File: config.mk
export PLATFORM = sky130hd
export DESIGN_NAME = char_lcd_nibble_bus_sequencer
export DESIGN_NICKNAME = d
export VERILOG_FILES = /design/src/hw/rtl/clcd_pkg.sv /design/src/hw/rtl/clcd_front.sv /design/src/hw/rtl/clcd_queue.sv /design/src/hw/rtl/clcd_back.sv /design/src/hw/rtl/char_lcd_nibble_bus_sequencer.sv
export SDC_FILE = /design/constraint.sdc
export NUM_CORES = 1
export LEC_CHECK = 0
export BUFFER_PORTS_ARGS = -buffer_cell sky130_fd_sc_hd__buf_2
export CELL_PAD_IN_SITES_DETAIL_PLACEMENT = 1
export CELL_PAD_IN_SITES_GLOBAL_PLACEMENT = 2
export CORE_MARGIN = 3
export CORE_UTILIZATION = 39
export CTS_CLUSTER_SIZE = 24
export DETAILED_ROUTE_END_ITERATION = 10
export PLACE_DENSITY = 0.78
export RECOVER_POWER = 25
export SETUP_SLACK_MARGIN = 0.05
export SYNTH_ARGS = -nofsm -noshare
export SYNTH_HDL_FRONTEND = slang
export SYNTH_HIERARCHICAL = 1
export SYNTH_SLANG_ARGS = --single-unit
export TNS_END_PERCENT = 20
File: constraint.sdc
create_clock -name clock -period 4.6 [get_ports clock]
set_clock_uncertainty 0.15 [all_clocks]
set_input_delay 0.23 -clock clock [delete_from_list [all_inputs] [get_ports clock]]
set_output_delay 0.23 -clock clock [all_outputs]
set_load 0.02 [all_outputs]
File: src/hw/rtl/clcd_pkg.sv
// Shared types, codes and the init sequence table for the LCD nibble sequencer.
`timescale 1ns / 1ps

package clcd_pkg;

   // action codes on the request channel
   localparam logic [1:0] ACT_COMMAND = 2'd0;
   localparam logic [1:0] ACT_DATA    = 2'd1;
   localparam logic [1:0] ACT_GOTO    = 2'd2;
   localparam logic [1:0] ACT_INIT    = 2'd3;

   // configuration register indexes
   localparam logic [2:0] CSR_ROWS_IN_USE    = 3'd0;
   localparam logic [2:0] CSR_COLUMNS_IN_USE = 3'd1;
   localparam logic [2:0] CSR_ROW1_BASE      = 3'd2;
   localparam logic [2:0] CSR_ROW2_BASE      = 3'd3;
   localparam logic [2:0] CSR_ROW3_BASE      = 3'd4;
   localparam logic [2:0] CSR_ROW4_BASE      = 3'd5;

   localparam int QUEUE_DEPTH_DEFAULT = 2;

   localparam int STEP_W = 4;
   localparam logic [STEP_W-1:0] INIT_LAST_STEP = 4'd14;

   localparam logic [11:0] BYTE_WAIT = 12'd10;

   typedef enum logic [1:0] {
      JOB_BYTE,
      JOB_ERROR,
      JOB_INIT
   } job_kind_type;

   // one classified job handed from front to back
   typedef struct packed {
      job_kind_type kind;
      logic         rs;
      logic [7:0]   data;
   } job_type;

   typedef struct packed {
      logic        strobe;
      logic [3:0]  nibble;
      logic [11:0] wait_units;
   } init_entry_type;

   // power-up sequence, all on the command register
   function automatic init_entry_type init_entry(input logic [STEP_W-1:0] step);
      init_entry_type e;
      e = '{strobe: 1'b1, nibble: 4'h0, wait_units: BYTE_WAIT};
      case (step)
         4'd0:    e = '{strobe: 1'b0, nibble: 4'h0, wait_units: 12'd4000};
         4'd1:    e = '{strobe: 1'b1, nibble: 4'h3, wait_units: 12'd1101};
         4'd2:    e = '{strobe: 1'b1, nibble: 4'h3, wait_units: 12'd101};
         4'd3:    e = '{strobe: 1'b1, nibble: 4'h3, wait_units: 12'd101};
         4'd4:    e = '{strobe: 1'b1, nibble: 4'h2, wait_units: 12'd21};
         4'd5:    e.nibble = 4'h2;
         4'd6:    e.nibble = 4'hC;
         4'd7:    e.nibble = 4'h0;
         4'd8:    e.nibble = 4'h8;
         4'd9:    e.nibble = 4'h0;
         4'd10:   e.nibble = 4'h6;
         4'd11:   e.nibble = 4'h0;
         // clear display needs the long wait after its second strobe
         4'd12:   e = '{strobe: 1'b1, nibble: 4'h1, wait_units: 12'd810};
         4'd13:   e.nibble = 4'h0;
         4'd14:   e.nibble = 4'hF;
         default: e = '{strobe: 1'b0, nibble: 4'h0, wait_units: 12'd0};
      endcase
      return e;
   endfunction

endpackage

File: src/hw/rtl/clcd_front.sv
// Front end: config registers, request classification and goto address check.
`timescale 1ns / 1ps

module clcd_front import clcd_pkg::*; (
   input  logic          clock,
   input  logic          reset,
   input  logic          csr_write_enable,
   input  logic [2:0]    csr_index,
   input  logic [6:0]    csr_write_data,
   input  logic          req_valid,
   output logic          req_ready,
   input  logic [1:0]    req_action,
   input  logic [7:0]    req_value,
   input  logic [3:0]    req_row,
   input  logic [6:0]    req_column,
   input  logic          queue_full,
   output logic          push,
   output job_type       push_job
);

   logic [2:0] rows_ff;
   logic [6:0] columns_ff;
   logic [6:0] base_ff [4];

   logic [6:0] row_base;
   logic [7:0] addr;
   logic       goto_bad;

   always_ff @(posedge clock) begin
      if (reset) begin
         rows_ff    <= 3'd2;
         columns_ff <= 7'd16;
         base_ff[0] <= 7'd0;
         base_ff[1] <= 7'd64;
         base_ff[2] <= 7'd20;
         base_ff[3] <= 7'd84;
      end else if (csr_write_enable) begin
         case (csr_index)
            CSR_ROWS_IN_USE:    rows_ff    <= csr_write_data[2:0];
            CSR_COLUMNS_IN_USE: columns_ff <= csr_write_data;
            CSR_ROW1_BASE:      base_ff[0] <= csr_write_data;
            CSR_ROW2_BASE:      base_ff[1] <= csr_write_data;
            CSR_ROW3_BASE:      base_ff[2] <= csr_write_data;
            CSR_ROW4_BASE:      base_ff[3] <= csr_write_data;
            default: ;
         endcase
      end
   end

   assign row_base = base_ff[2'(req_row[1:0] - 2'd1)];
   // column is at least 1 whenever the address is used
   assign addr     = {1'b0, row_base} + {1'b0, req_column} - 8'd1;

   assign goto_bad = (req_row == 4'd0) || (req_row > 4'd4) ||
                     (req_row > {1'b0, rows_ff}) ||
                     (req_column == 7'd0) || (req_column > columns_ff) ||
                     addr[7];

   always_comb begin
      push_job = '{kind: JOB_BYTE, rs: 1'b0, data: req_value};
      case (req_action) inside
         ACT_COMMAND, ACT_DATA: begin
            push_job.rs = (req_action == ACT_DATA);
         end
         ACT_GOTO: begin
            push_job.kind = goto_bad ? JOB_ERROR : JOB_BYTE;
            push_job.data = {1'b1, addr[6:0]};
         end
         ACT_INIT: begin
            push_job.kind = JOB_INIT;
         end
         default: ;
      endcase
   end

   assign req_ready = !queue_full;
   assign push      = req_valid && req_ready;

endmodule

File: src/hw/rtl/clcd_queue.sv
// Small job queue between the front end and the bus sequencer.
`timescale 1ns / 1ps

module clcd_queue import clcd_pkg::*; #(
   parameter int DEPTH = QUEUE_DEPTH_DEFAULT
) (
   input  logic    clock,
   input  logic    reset,
   input  logic    push,
   input  job_type push_job,
   output logic    full,
   input  logic    pop,
   output job_type head,
   output logic    empty
);

   localparam int PTR_W = (DEPTH > 1) ? $clog2(DEPTH) : 1;
   localparam int CNT_W = $clog2(DEPTH + 1);

   job_type            mem_ff [DEPTH];
   logic [PTR_W-1:0]   wr_ptr_ff, rd_ptr_ff;
   logic [CNT_W-1:0]   count_ff;

   function automatic logic [PTR_W-1:0] bump(input logic [PTR_W-1:0] p);
      return (p == PTR_W'(DEPTH - 1)) ? '0 : p + PTR_W'(1);
   endfunction

   always_ff @(posedge clock) begin
      if (push) mem_ff[wr_ptr_ff] <= push_job;
   end

   always_ff @(posedge clock) begin
      if (reset) begin
         wr_ptr_ff <= '0;
         rd_ptr_ff <= '0;
         count_ff  <= '0;
      end else begin
         if (push) wr_ptr_ff <= bump(wr_ptr_ff);
         if (pop)  rd_ptr_ff <= bump(rd_ptr_ff);
         if (push && !pop)      count_ff <= count_ff + CNT_W'(1);
         else if (pop && !push) count_ff <= count_ff - CNT_W'(1);
      end
   end

   assign head  = mem_ff[rd_ptr_ff];
   assign empty = (count_ff == '0);
   assign full  = (count_ff == CNT_W'(DEPTH));

`ifndef NO_ASSERTIONS
   a_count_bound: assert property (@(posedge clock) disable iff (reset)
      count_ff <= CNT_W'(DEPTH))
      else $error("queue count exceeds depth");
   a_pop_nonempty: assert property (@(posedge clock) disable iff (reset)
      pop |-> !empty)
      else $error("pop from empty queue");
`endif

endmodule

File: src/hw/rtl/clcd_back.sv
// Back end: walks each job one bus event per beat into the result register.
`timescale 1ns / 1ps

module clcd_back import clcd_pkg::*; (
   input  logic        clock,
   input  logic        reset,
   input  job_type     head,
   input  logic        empty,
   output logic        pop,
   output logic        rsp_valid,
   input  logic        rsp_ready,
   output logic        rsp_strobe_res,
   output logic        rsp_reg_select,
   output logic [3:0]  rsp_nibble,
   output logic [11:0] rsp_wait_units,
   output logic        rsp_error,
   output logic        rsp_last
);

   logic [STEP_W-1:0] step_ff, step_in;
   logic              valid_ff;
   logic              strobe_ff, rs_ff, error_ff, last_ff;
   logic [3:0]        nibble_ff;
   logic [11:0]       wait_ff;

   logic              load;
   logic              strobe_in, rs_in, error_in, last_in;
   logic [3:0]        nibble_in;
   logic [11:0]       wait_in;
   init_entry_type    ie;

   assign load = !empty && (!valid_ff || rsp_ready);
   assign ie   = init_entry(step_ff);

   always_comb begin
      strobe_in = 1'b0;
      rs_in     = 1'b0;
      nibble_in = 4'h0;
      wait_in   = 12'd0;
      error_in  = 1'b0;
      last_in   = 1'b0;
      case (head.kind)
         JOB_BYTE: begin
            strobe_in = 1'b1;
            rs_in     = head.rs;
            nibble_in = (step_ff == '0) ? head.data[7:4] : head.data[3:0];
            wait_in   = BYTE_WAIT;
            last_in   = (step_ff != '0);
         end
         JOB_ERROR: begin
            error_in = 1'b1;
            last_in  = 1'b1;
         end
         JOB_INIT: begin
            strobe_in = ie.strobe;
            nibble_in = ie.nibble;
            wait_in   = ie.wait_units;
            last_in   = (step_ff == INIT_LAST_STEP);
         end
         default: begin
            error_in = 1'b1;
            last_in  = 1'b1;
         end
      endcase
   end

   assign pop     = load && last_in;
   assign step_in = last_in ? '0 : step_ff + STEP_W'(1);

   always_ff @(posedge clock) begin
      if (reset) begin
         step_ff  <= '0;
         valid_ff <= 1'b0;
      end else begin
         if (load) begin
            step_ff  <= step_in;
            valid_ff <= 1'b1;
         end else if (rsp_ready) begin
            valid_ff <= 1'b0;
         end
      end
   end

   always_ff @(posedge clock) begin
      if (load) begin
         strobe_ff <= strobe_in;
         rs_ff     <= rs_in;
         nibble_ff <= nibble_in;
         wait_ff   <= wait_in;
         error_ff  <= error_in;
         last_ff   <= last_in;
      end
   end

   assign rsp_valid      = valid_ff;
   assign rsp_strobe_res = strobe_ff;
   assign rsp_reg_select = rs_ff;
   assign rsp_nibble     = nibble_ff;
   assign rsp_wait_units = wait_ff;
   assign rsp_error      = error_ff;
   assign rsp_last       = last_ff;

`ifndef NO_ASSERTIONS
   a_error_single: assert property (@(posedge clock) disable iff (reset)
      (valid_ff && error_ff) |-> (last_ff && !strobe_ff && !rs_ff))
      else $error("error beat not a lone wait-free result");
   a_step_held: assert property (@(posedge clock) disable iff (reset)
      (step_ff != '0) |-> !empty)
      else $error("job left the queue mid-sequence");
   a_wait_only_init: assert property (@(posedge clock) disable iff (reset)
      (valid_ff && !strobe_ff && !error_ff) |-> (wait_ff == 12'd4000))
      else $error("unexpected wait-only beat");
`endif

endmodule

File: src/hw/rtl/char_lcd_nibble_bus_sequencer.sv
// An accepted request is written into the queue; its first result beat is then
// registered in the output register. Throughput: one result beat per cycle while
//   rsp_ready holds; command, data, good goto give 2 beats, bad goto 1, init 15.
// A queue of QUEUE_DEPTH jobs lets requests be taken while results are stalled.
// Synchronous active-high reset clears the queue, sequencer and config to defaults.
`timescale 1ns / 1ps

module char_lcd_nibble_bus_sequencer import clcd_pkg::*; #(
   parameter int QUEUE_DEPTH = QUEUE_DEPTH_DEFAULT
) (
   input  logic        clock,
   input  logic        reset,
   input  logic        csr_write_enable,
   input  logic [2:0]  csr_index,
   input  logic [6:0]  csr_write_data,
   input  logic        req_valid,
   output logic        req_ready,
   input  logic [1:0]  req_action,
   input  logic [7:0]  req_value,
   input  logic [3:0]  req_row,
   input  logic [6:0]  req_column,
   output logic        rsp_valid,
   input  logic        rsp_ready,
   output logic        rsp_strobe_res,
   output logic        rsp_reg_select,
   output logic [3:0]  rsp_nibble,
   output logic [11:0] rsp_wait_units,
   output logic        rsp_error,
   output logic        rsp_last
);

   logic    push, pop, full, empty;
   job_type push_job, head;

   clcd_front u_front (
      .clock            (clock),
      .reset            (reset),
      .csr_write_enable (csr_write_enable),
      .csr_index        (csr_index),
      .csr_write_data   (csr_write_data),
      .req_valid        (req_valid),
      .req_ready        (req_ready),
      .req_action       (req_action),
      .req_value        (req_value),
      .req_row          (req_row),
      .req_column       (req_column),
      .queue_full       (full),
      .push             (push),
      .push_job         (push_job)
   );

   clcd_queue #(.DEPTH(QUEUE_DEPTH)) u_queue (
      .clock    (clock),
      .reset    (reset),
      .push     (push),
      .push_job (push_job),
      .full     (full),
      .pop      (pop),
      .head     (head),
      .empty    (empty)
   );

   clcd_back u_back (
      .clock          (clock),
      .reset          (reset),
      .head           (head),
      .empty          (empty),
      .pop            (pop),
      .rsp_valid      (rsp_valid),
      .rsp_ready      (rsp_ready),
      .rsp_strobe_res (rsp_strobe_res),
      .rsp_reg_select (rsp_reg_select),
      .rsp_nibble     (rsp_nibble),
      .rsp_wait_units (rsp_wait_units),
      .rsp_error      (rsp_error),
      .rsp_last       (rsp_last)
   );

endmodule

==> results of run 1 <==
==> area by class of cell <==
class / count / share of cell area, %
Sequential cell: 87 / 45.4
Multi-Input combinational cell: 261 / 36.8
Timing Repair Buffer: 59 / 5.51
Clock buffer: 10 / 4.31
Tap cell: 143 / 3.37
Inverter: 47 / 3.32
Clock inverter: 6 / 1.34
==> per-stage QoR <==
step | setup WS [ns] | instances | util [%]
floorplan | 1.25 | 414 | -
global placement | 1.21 | 595 | 43.4
detailed placement | 0.955 | 595 | 43.4
CTS | 1.33 | 613 | 46.2
global route | 1.12 | 613 | 46.0
finish | 1.36 | 613 | 46.0
==> cells in the final DEF, fill, tap and decap left out, types with 9 or more instances in the layout <==
master                      instances
sky130_fd_sc_hd__and2_0            13
sky130_fd_sc_hd__o21ai_0           13
sky130_fd_sc_hd__dfxtp_1           20
sky130_fd_sc_hd__buf_2             47
sky130_fd_sc_hd__clkbuf_16          9
sky130_fd_sc_hd__nor2_1            33
sky130_fd_sc_hd__nand2_1           18
sky130_fd_sc_hd__a21oi_1           24
sky130_fd_sc_hd__ha_1              29
sky130_fd_sc_hd__clkbuf_1          11
sky130_fd_sc_hd__mux2_2            13
sky130_fd_sc_hd__nor3_1             9
sky130_fd_sc_hd__nand2b_1          12
sky130_fd_sc_hd__edfxtp_1          67
sky130_fd_sc_hd__inv_1             46
sky130_fd_sc_hd__and2_1            12
==> flip-flops by register name (all words and copies together), names as in the netlist, named ones only <==
signal and flops:
u_back/rsp_last 1, u_queue/wr_ptr_ff 1, u_back/rsp_error 1, u_back/rsp_nibble 4, u_back/rsp_valid 1, u_queue/rd_ptr_ff 1
u_front/base_ff 28, u_queue/mem_ff 22, u_back/step_ff 4, u_queue/count_ff 2, u_back/rsp_reg_select 1, u_front/columns_ff 7
u_front/rows_ff 3, u_back/rsp_wait_units 9, u_back/rsp_strobe_res 1
==> logic make-up after synthesis <==
family,after synthesis,share of synthesized area [%]
compound gates,70,9.67
simple gates,126,14.7
mux,25,7.58
xor+xnor,10,1.87
buf+inv,66,6.32
fa+ha+maj,30,8.20
flops,87,51.6
==> power by group <==
| group | leakage (nW) | internal [mW] | total, mW | switching, mW |
|---|---|---|---|---|
| Combinational | 1.17 | 0.331 | 0.886 | 0.555 |
| Clock | 0.139 | 0.425 | 0.736 | 0.312 |
| Sequential | 0.808 | 1.05 | 1.12 | 0.0723 |
| Total | 2.12 | 1.81 | 2.75 | 0.939 |
==> path summary, 6_finish.rpt <==
path	startpoint	endpoint	slack, ns
min reg2reg	u_queue/rd_ptr_ff$_SDFFE_PP0P_	u_queue/rd_ptr_ff$_SDFFE_PP0P_	0.37
max	req_row[0]	u_queue/mem_ff[1][9]$_DFFE_PP_	1.36
max reg2reg	flip-flop	u_queue/count_ff[1]$_SDFFE_PP0P_	1.51
min	csr_write_data[6]	u_front/columns_ff[6]$_SDFFE_PP0P_	0.02
==> routing by layer <==
| metal | up-vias | global-route usage, % | wire [um] |
|---|---|---|---|
| met5 | - | 0 | 0 |
| met3 | 12 | 2.72 | 322 |
| met2 | 50 | 27.9 | 5220 |
| met1 | 1523 | 22.1 | 4800 |
| met4 | 0 | 6.34 | 148 |
| li1 | 1547 | - | - |
==> worst reg2reg max path, cell delays in order, from the launching register on <==
cell	delay [ns]
sky130_fd_sc_hd__dfxtp_1	0.66
sky130_fd_sc_hd__mux2_2	0.46
sky130_fd_sc_hd__nand2b_1	0.34
sky130_fd_sc_hd__a21oi_2	0.14
sky130_fd_sc_hd__nor3_1	0.34
sky130_fd_sc_hd__inv_1	0.08
sky130_fd_sc_hd__ha_1	0.32
sky130_fd_sc_hd__or3_1	0.37
sky130_fd_sc_hd__a21oi_1	0.15
==> timing repair <==
item	CTS	global route
hold buffers	2	0
endpoints found under the hold margin	2	0
setup buffers	0	0
setup endpoints to repair	0	0
==> results.env, run 1 <==
POST_SYNTH_INST_COUNT=414
HP-CLASS='primary input to flip-flop'
NUMBER_OF_GLOBAL_ROUTE_VIAS_BEFORE_REPAIR=3306
ANT_NETS=0
TRITONCTS='done'
DESIGN_AREA_UM2=5320
WORSTPATHARRIVAL_NS=3.14
SYNTHDOMINANTCELLAREASHARE_PCT=43.1
LOGIC_DEPTH_OF_THE_WORST_SETUP_PATH_INCLUDING_BUFFERS=14
CORE.ROWCOUNT=39
POST-ROUTE-PERIOD-UTIL_PCT=70.4
GRT_USAGE_PCT=16.8
WORSTHOLDPATHCELLS=3
TRITONCTS_NUM_SINKS=87
SETUP.WORST_PATH.END_CLASS='flip-flop'
DRV_SLEW=0
GRT_REMAINING_OVERFLOW=0
START_UTIL_PCT=40.4
NETLIST-CELL-TYPE-COUNT=55
ROUTED_VIA_DENSITY=5.11
STATUS='complete, no violations'
INITIALDRTVIOLATIONCOUNT=121
NUMBER_OF_REMAINING_DRC_ERRORS=0
SYNTH_AREA_LEADERS='sky130_fd_sc_hd__edfxtp_1 43%, sky130_fd_sc_hd__dfxtp_1 8.6%, sky130_fd_sc_hd__ha_1 7.8%'
PERIOD_NEEDED_NS=3.24
POWER.TOTAL_mW=2.75
FINALNETCOUNT=531
SYN_AREA_PER_CELL_UM2=11.3
GP_CONGESTION=0.802
SEQUENTIAL_CELL_AREA_UM2=2410
SYNTH.MOST_COMMON_CELL='sky130_fd_sc_hd__edfxtp_1'
SYNTH_FLOP_CELL='sky130_fd_sc_hd__edfxtp_1'
ANTENNA-DIODE-COUNT=0
CLOCK_TREE.BUFFER_DEPTH=2
FIN_HOLD_WS_NS=0.0199
MAX_FREQ_MHz=309
NUMBER_OF_ENABLE_TYPE_REGISTER_CELLS_IN_THE_SYNTHESIZED_NETLIST=67
POST-SYNTH-TOP-AREA-CELL='sky130_fd_sc_hd__edfxtp_1'
DPL-INSTANCE-AREA_UM2=5020
IO_BUFFERS=57
LEAKAGE_nW=2.12
PATH_BUF_INV=4
PART_OF_THE_YOSYS_AREA_USED_FOR_SEQUENTIAL_ELEMENTS_PCT=51.6
PATH_CLK_SLEW_NS=0.07
YOSYSWARNINGCOUNT=6
SYNTH_ASYNC_SR_FLOP_SHARE_PCT=0
SYNTHESIS.NETS=480
FLOW.AREA_GROWTH_FROM_SYNTHESIS_PCT=13.8
POST_DP_HPWL_MM=8.05
WORST_SLEW_MARGIN_REL_PCT=15.2
CRIT_SLOWEST_CELL='sky130_fd_sc_hd__ha_1'
WIDTH_OF_THE_CHIP_UM=115
P_PER_AREA_nW_PER_UM2=517
CP_DATA_REQUIRED_TIME_NS=4.50
FIN_SETUP_TNS_NS=0
GRT_PASS1_WL_MM=17.1
SLOWEST_DELAY_NS=0.47
MAXCAPVIOLATIONS=0
CRITICAL_PATH.MAX_FANOUT=8
TIGHTEST_SLEW_NS=1.27
HTREEDEPTH=3
RR_WORST_DEPTH=8
FP.COREAREA_UM2=11600
TIMING.CRITICAL_PATH.CELLS='buf_2 -> inv_1 -> ha_1 -> mux4_2 -> inv_1 -> ha_1 -> inv_1 -> ha_1 -> fa_1 -> a211oi_1 -> o21bai_1 -> a21oi_1 -> xor2_1 -> a31oi_1'
CRITICAL_PATH.TOP_DELAY_FAMILY='adder cells'
NUM_VIAS=3132
AGGREGATE_ROUTED_WIRE_LENGTH_MM=10.5
SYNTH.FF_LATCH_COUNT=87
CTS-RESIZED-GATES=0
LAYOUT-DRIVE-GT1-SHARE_PCT=20.0
CTS_MADE_BUFFERS=9
MULTI_INPUT_COMB_AREA_UM2=1950
WORSTSKEWPAIRLATENCY_NS=0.34
TIMING_WORST_SETUP_PATH_TYPE='primary input to flip-flop'
SETUP_VIOL=0
TIMING_HOLD_VIOLATIONS_FINAL=0
WIRE_PER_INST_UM=17.1
CTS_ROOT_BUFFER='sky130_fd_sc_hd__clkbuf_16'
NUMBER_OF_FILLERS_IN_THE_FINAL_LAYOUT=1272
DRT_FIRST_PASS_ITERS=4
LARGEST_NET_DEGREE_AT_THE_START_OF_GLOBAL_ROUTING=30
WORSTSETUPSTARTPOINTTYPE='primary input'
ANTENNA_FOUND_INITIAL=0
RSZ0062_AT_GRT='false'
FLOORPLAN.IO_PINS=58
DIE_HEIGHT_UM=115
NETLIST_TOP_CELLS_COUNT='67 x sky130_fd_sc_hd__edfxtp_1, 46 x sky130_fd_sc_hd__inv_1, 33 x sky130_fd_sc_hd__nor2_1, 29 x sky130_fd_sc_hd__ha_1'
POWER.IR.VDD_WORST_mV=0.261
MAPPEDNETLISTAREA_UM2=4670
DIE_AREA_UM2=13300
No activity file was read; power rests on OpenSTA's default activity.
==> run 2, diff against run 1 <==
- CORE_UTILIZATION: 39 -> 35
- PLACE_DENSITY: 0.78 -> 0.73
- clock period: 4.6 -> 2.8 ns (I/O delays scaled with it)
==> run 2 against run 1 <==
  * Register-to-register slack worse by 1.5 ns
  * Sequential cell count unchanged
  * Clock-buffer cell count up 2
  * Worst setup slack worse by 1.3 ns
  * Combinational power up 83%
  * Sequential power up 62%
  * Cell area up 7.9%
  * Total power up 74%
  * Largest cell class unchanged
  * Routed wire length up 3.4%
  * Global-route usage down 1.0 points
  * Utilization down 1.2 points
  * Via count up 4.8%
==> results.env, run 2 (synthesized netlist as in run 1, its figures left out) <==
CTS_MADE_BUFFERS=9  # unchanged
COMMONEST_NON_FILL_NON_TAP_CELL_IN_THE_LAYOUT='sky130_fd_sc_hd__edfxtp_1'
FINALNETCOUNT=565  # +6.4%
TOP_LIBRARY_CELLS_BY_USAGE_IN_THE_LAYOUT_FILL_AND_TAPS_ASIDE='67 x sky130_fd_sc_hd__edfxtp_1, 48 x sky130_fd_sc_hd__buf_2, 41 x sky130_fd_sc_hd__inv_1, 33 x sky130_fd_sc_hd__nor2_1, 26 x sky130_fd_sc_hd__ha_1'
TIMING_WORST_SETUP_PATH_TYPE='flip-flop to flip-flop'
FLOW.AREA_GROWTH_FROM_SYNTHESIS_PCT=22.7
WIDTH_OF_THE_CHIP_UM=122  # +5.3%
CTS_SETUP_BUFFERS=0  # unchanged
TIMING.CRITICAL_PATH.CELLS='mux4_2 -> inv_2 -> ha_4 -> inv_2 -> ha_4 -> fa_2 -> a211oi_2 -> o21bai_1 -> a21oi_1 -> xor2_1 -> a31oi_1'
HTREEDEPTH=3  # unchanged
CORE.ROWCOUNT=41  # +5.1%
SETUP.WORST_PATH.END_CLASS='flip-flop'
POWER.TOTAL_mW=4.78  # +74%
ANTENNA-DIODE-COUNT=0  # unchanged
NUMBER_OF_REMAINING_DRC_ERRORS=0  # unchanged
IO_BUFFERS=57  # unchanged
FIN_HOLD_WS_NS=0.0313  # +0.0114 ns
HP-CLASS='primary input to flip-flop'
P_PER_AREA_nW_PER_UM2=834  # +61%
AGGREGATE_ROUTED_WIRE_LENGTH_MM=10.9  # +3.4%
ROUTED_VIA_DENSITY=4.85  # -5.0%
TRITONCTS='done'
FLOORPLAN.IO_PINS=58  # unchanged
TIGHTEST_SLEW_NS=1.32  # +0.0511 ns
LEAKAGE_nW=2.30  # +8.5%
DIE_HEIGHT_UM=122  # +5.3%
POST_DP_HPWL_MM=8.19  # +1.7%
NUMBER_OF_FILLERS_IN_THE_FINAL_LAYOUT=1423  # +12%
ANTENNA_FOUND_INITIAL=0  # unchanged
DRV_SLEW=0  # unchanged
GRT_PASS1_WL_MM=17.7  # +3.8%
POST-ROUTE-PERIOD-UTIL_PCT=98.5
MAXCAPVIOLATIONS=0  # unchanged
CRITICAL_PATH.MAX_FANOUT=2  # -6
WORSTPATHARRIVAL_NS=2.67  # -0.47 ns
CRIT_SLOWEST_CELL='sky130_fd_sc_hd__mux4_2'
WORSTSKEWPAIRLATENCY_NS=0.35  # about the same
RSZ0062_AT_GRT='true'
INITIALDRTVIOLATIONCOUNT=128  # +5.8%
STATUS='complete, no violations'
NUM_VIAS=3281  # +4.8%
DESIGN_AREA_UM2=5730  # +7.9%
CP_DATA_REQUIRED_TIME_NS=2.72  # -1.78 ns
CLOCK_TREE.BUFFER_DEPTH=2  # unchanged
GRT_USAGE_PCT=15.8  # -1.0 points
WORST_SLEW_MARGIN_REL_PCT=11.8  # -3.4 points
TIMING_HOLD_VIOLATIONS_FINAL=0  # unchanged
MAX_FREQ_MHz=363
POWER.IR.VDD_WORST_mV=0.296  # +13%
DIE_AREA_UM2=14800  # +11%
LARGEST_REGISTER_FF_COUNT=28  # unchanged
WIRE_PER_INST_UM=16.1  # -6.2%
TRITONCTS_NUM_SINKS=87  # unchanged
LARGEST_NET_DEGREE_AT_THE_START_OF_GLOBAL_ROUTING=30  # unchanged
ANT_NETS=0  # unchanged
SETUP_VIOL=0  # unchanged
LARGEST_REGISTER='u_front/base_ff'
GP_CONGESTION=0.807  # +0.69%
START_UTIL_PCT=36.4  # -4.0 points
SLOWEST_DELAY_NS=0.49  # +0.02 ns
DRT_FIRST_PASS_ITERS=4  # unchanged
GRT_REMAINING_OVERFLOW=0  # unchanged
NUMBER_OF_GLOBAL_ROUTE_VIAS_BEFORE_REPAIR=3554  # +7.5%
DPL-INSTANCE-AREA_UM2=5240  # +4.5%
WORSTSETUPSTARTPOINTTYPE='flip-flop'
PATH_CLK_SLEW_NS=0.06  # about the same
CTS_ROOT_BUFFER='sky130_fd_sc_hd__clkbuf_16'
PERIOD_NEEDED_NS=2.76
LAYOUT-DRIVE-GT1-SHARE_PCT=25.0  # +5.0 points
FP.COREAREA_UM2=12800  # +11%
[run 2: cell count changes in the layout (fill, tap and decap cells not counted), moves of 2 or more]
cell,delta
sky130_fd_sc_hd__inv_2,+4
sky130_fd_sc_hd__ha_4,+3
sky130_fd_sc_hd__a21oi_2,+2
sky130_fd_sc_hd__buf_4,+19
sky130_fd_sc_hd__inv_1,-5
sky130_fd_sc_hd__clkinvlp_4,-2
sky130_fd_sc_hd__clkbuf_8,+2
sky130_fd_sc_hd__dlygate4sd3_1,+15
sky130_fd_sc_hd__ha_1,-3
sky130_fd_sc_hd__a21oi_1,-2
[run 2: cell type report]
type	instances	area, um2	share of cell area [%]
inverter	47	179	3.12
tap	172	215	3.75
multi-input combinational	261	2010	35.0
timing repair buffer	93	587	10.2
clock inverter	4	77.6	1.35
sequential	87	2410	42.1
clock buffer	12	256	4.47
[run 2: final timing paths]
path	end	slack (ns)	start	cells after the start
hold / removal	u_queue/mem_ff[0][10]$_DFFE_PP_	0.03	req_action[0]	2
setup reg to reg	u_queue/mem_ff[1][9]$_DFFE_PP_	0.04	u_front/base_ff[1][0]$_SDFFCE_PN0P_	11
hold reg to reg	u_back/step_ff[0]$_SDFFE_PP0P_	0.36	u_back/step_ff[0]$_SDFFE_PP0P_	2
setup / recovery	u_queue/mem_ff[1][9]$_DFFE_PP_	0.04	u_front/base_ff[1][0]$_SDFFCE_PN0P_	11
[run 2: power by group]
part           internal, mW  leakage (nW)  switching (mW)
Sequential             1.72         0.808          0.0877
Combinational         0.664          1.33           0.958
Clock                 0.836         0.163           0.512
[run 2: per-layer routing]
layer	vias up	GRT usage, %	routed length [um]
li1	1627	-	-
met1	1588	18.7	4810
met4	0	6.30	174
met5	-	0	0
met3	11	2.74	350
met2	55	28.2	5520
[run 2: worst max-delay path, delay by kind of cell (launching register included)]
family	cells	cell delay [ns]
AO/OA/AOI/OAI	4	0.55
flip-flops	1	0.40
buffers and inverters	2	0.12
adder cells (fa/ha/maj)	3	0.62
multiplexers	1	0.49
XOR/XNOR	1	0.15
[run 2: timing repair]
item	CTS	global route
cloned	0	0
hold buffers	17	0
endpoints found under the hold margin	34	0
resized for setup	0	4
endpoints found under the setup margin	4	8
pin swaps	5	2
[run 2: through the flow]
step,std cells,setup slack (ns),utilization [%],setup TNS [ns]
2_1_floorplan,414,0.0124,-,0
3_3_place_gp,643,-0.0245,40.9,-0.0490
3_5_place_dp,643,-0.0966,40.9,-0.315
4_1_cts,676,0.00962,44.8,0
5_1_grt,676,-0.0500,44.7,-0.193
6_report,676,0.0425,44.7,0
==> run 3, diff against run 2 <==
- RECOVER_POWER: 25 -> default
==> run 3 against run 2 <==
  * Clock power barely moved
  * Critical path type unchanged
  * Cell area rose by 0.37%
  * Sequential cell count did not move
  * Clock-buffer cell count did not move
  * Worst setup slack barely moved
  * Final cell count did not move
  * Register-to-register slack barely moved
  * Utilization rose by 0.17 points
==> results.env, run 3 (synthesized netlist as in run 1, its figures left out) <==
NUMBER_OF_REMAINING_DRC_ERRORS=0  # unchanged
GRT_PASS1_WL_MM=17.7  # unchanged
LARGEST_REGISTER_FF_COUNT=28  # unchanged
TIMING.CRITICAL_PATH.CELLS='mux4_2 -> inv_2 -> ha_4 -> inv_2 -> ha_4 -> fa_2 -> a211oi_2 -> o21bai_1 -> a21oi_1 -> xor2_1 -> a31oi_1'
WL_MET3_UM=381  # +8.9%
PERIOD_NEEDED_NS=2.76  # +0.000485 ns
WIDTH_OF_THE_CHIP_UM=122  # unchanged
COMMONEST_NON_FILL_NON_TAP_CELL_IN_THE_LAYOUT='sky130_fd_sc_hd__edfxtp_1'
ANTENNA-DIODE-COUNT=0  # unchanged
DIE_HEIGHT_UM=122  # unchanged
CORE.ROWCOUNT=41  # unchanged
ROUTE.TOP_LAYER_USED='met4'
CTS_ROOT_BUFFER='sky130_fd_sc_hd__clkbuf_16'
TIGHTEST_SLEW_NS=0.864  # -0.460 ns
CRIT_PATH_START='u_front/base_ff[1][0]$_SDFFCE_PN0P_'
ROUTED_VIA_DENSITY=4.84  # -0.37%
DPL-INSTANCE-AREA_UM2=5240  # unchanged
DESIGN_AREA_UM2=5760  # +0.37%
TIMING_WORST_SETUP_PATH_TYPE='flip-flop to flip-flop'
NUM_VIAS=3269  # -0.37%
WORSTSETUPSTARTPOINTTYPE='flip-flop'
STATUS='complete, no violations'
LEAKAGE_nW=2.34  # +1.8%
TIMING_HOLD_VIOLATIONS_FINAL=0  # unchanged
CLOCK_TREE.BUFFER_DEPTH=2  # unchanged
START_UTIL_PCT=36.4  # unchanged
P_PER_AREA_nW_PER_UM2=833  # -0.10%
ANT_NETS=0  # unchanged
TOP_LIBRARY_CELLS_BY_USAGE_IN_THE_LAYOUT_FILL_AND_TAPS_ASIDE='67 x sky130_fd_sc_hd__edfxtp_1, 57 x sky130_fd_sc_hd__buf_2, 41 x sky130_fd_sc_hd__inv_1, 33 x sky130_fd_sc_hd__nor2_1, 26 x sky130_fd_sc_hd__ha_1'
DIE_AREA_UM2=14800  # unchanged
GRT_REMAINING_OVERFLOW=0  # unchanged
FLOW.AREA_GROWTH_FROM_SYNTHESIS_PCT=23.2
FLOORPLAN.IO_PINS=58  # unchanged
ANTENNA_FOUND_INITIAL=0  # unchanged
LAYOUT.CORE_UTILIZATION_PCT=44.9  # +0.17 points
SLOWEST_DELAY_NS=0.49  # about the same
DRT-MET1-WL_MM=4.79  # -0.40%
CRIT_SLOWEST_CELL='sky130_fd_sc_hd__mux4_2'
TIMING.FINAL.WS_SETUP_NS=0.0420  # -0.000485 ns
IO_BUFFERS=57  # unchanged
RSZ0062_AT_GRT='true'
WORSTPATHARRIVAL_NS=2.68  # about the same
INITIALDRTVIOLATIONCOUNT=152  # +19%
SETUP_VIOL=0  # unchanged
AGGREGATE_ROUTED_WIRE_LENGTH_MM=10.8  # -0.13%
FIN_HOLD_WS_NS=0.0336  # +0.00234 ns
CTS_SETUP_BUFFERS=0  # unchanged
MAX_FREQ_MHz=363  # about the same
CTS_MADE_BUFFERS=9  # unchanged
DETAILROUTE.WIRELENGTH.MET2_MM=5.49  # -0.49%
LAYOUT-DRIVE-GT1-SHARE_PCT=27.4  # +2.4 points
POWER.TOTAL_mW=4.79  # +0.27%
WORST_SLEW_MARGIN_REL_PCT=40.9  # +29 points
POST_DP_HPWL_MM=8.19  # unchanged
DRT_FIRST_PASS_ITERS=5  # +1
HP-CLASS='primary input to flip-flop'
CP_DATA_REQUIRED_TIME_NS=2.72  # about the same
POWER.IR.VDD_WORST_mV=0.297  # about the same
LARGEST_REGISTER='u_front/base_ff'
HTREEDEPTH=3  # unchanged
GRT_USAGE_PCT=15.8  # unchanged
DRV_SLEW=0  # unchanged
MAXCAPVIOLATIONS=0  # unchanged
FINALNETCOUNT=565  # unchanged
TRITONCTS_NUM_SINKS=87  # unchanged
WORST_R2R_STARTPOINT='u_front/base_ff[1][0]$_SDFFCE_PN0P_'
MIN_FROM='req_action[0]'
WORSTSKEWPAIRLATENCY_NS=0.35  # about the same
CRITICAL_PATH.MAX_FANOUT=2  # unchanged
NUMBER_OF_GLOBAL_ROUTE_VIAS_BEFORE_REPAIR=3554  # unchanged
PATH_CLK_SLEW_NS=0.06  # about the same
FP.COREAREA_UM2=12800  # unchanged
TRITONCTS='done'
WIRE_PER_INST_UM=16.0  # -0.13%
LARGEST_NET_DEGREE_AT_THE_START_OF_GLOBAL_ROUTING=30  # unchanged
SETUP.WORST_PATH.END_CLASS='flip-flop'
GP_CONGESTION=0.807  # unchanged
POST-ROUTE-PERIOD-UTIL_PCT=98.5  # about the same
PRE_CTS_SETUP_SLACK_NS=-0.0966  # unchanged
## run 3: cell types whose count changed in the layout (fill, tap and decap cells not counted)
cell                       previous run  this run
sky130_fd_sc_hd__a31o_1               1         0
sky130_fd_sc_hd__a31o_2               0         1
sky130_fd_sc_hd__and2_0              12         1
sky130_fd_sc_hd__and2_1              13        24
sky130_fd_sc_hd__buf_2               48        57
sky130_fd_sc_hd__clkbuf_1            10         1
sky130_fd_sc_hd__nor3_1               9         8
sky130_fd_sc_hd__nor3_2               0         1
sky130_fd_sc_hd__nor3b_1              2         1
sky130_fd_sc_hd__nor3b_2              0         1
## run 3: what timing repair did
action                                  CTS  global route
gates resized for setup                   0             4
hold endpoints to repair                 34             0
pin swaps                                 5             2
cloned                                    0             0
hold buffers                             17             0
endpoints found under the setup margin    4             8
## run 3: layout make-up
cell class,count,area (um2)
Clock inverter,4,77.6
Tap cell,172,215
Fill cell,1417,7070
Timing Repair Buffer,93,598
Sequential cell,87,2410
Inverter,47,179
Clock buffer,12,256
Multi-Input combinational cell,261,2020
## run 3: per-stage QoR
| stage | instances | TNS, ns |
|---|---|---|
| finish | 676 | 0 |
| global route | 676 | -0.193 |
| CTS | 676 | 0 |
| detailed placement | 643 | -0.315 |
| global placement | 643 | -0.0490 |
| floorplan | 414 | 0 |
## run 3: worst paths after layout
path	end	slack, ns	cells after the start
setup / recovery	u_queue/mem_ff[1][9]$_DFFE_PP_	0.04	11
hold / removal	u_queue/mem_ff[0][10]$_DFFE_PP_	0.03	2
setup reg to reg	u_queue/mem_ff[1][9]$_DFFE_PP_	0.04	11
hold reg to reg	u_back/step_ff[0]$_SDFFE_PP0P_	0.37	2
## run 3: routing by layer
metal / global-route usage (%) / vias up
met1: 18.7 / 1570
met4: 6.30 / 0
met2: 28.2 / 61
met5: 0 / -
li1: - / 1627
met3: 2.74 / 11
## run 3: where the power goes
group	switching [mW]	internal, mW
Sequential	0.0863	1.72
Combinational	0.958	0.677
Clock	0.513	0.836
## run 3: critical path, delay by kind of cell (launching register included)
family / cells / cell delay (ns)
compound gates: 4 / 0.55
xor+xnor: 1 / 0.15
fa+ha+maj: 3 / 0.62
buf+inv: 2 / 0.12
flops: 1 / 0.40
mux: 1 / 0.49
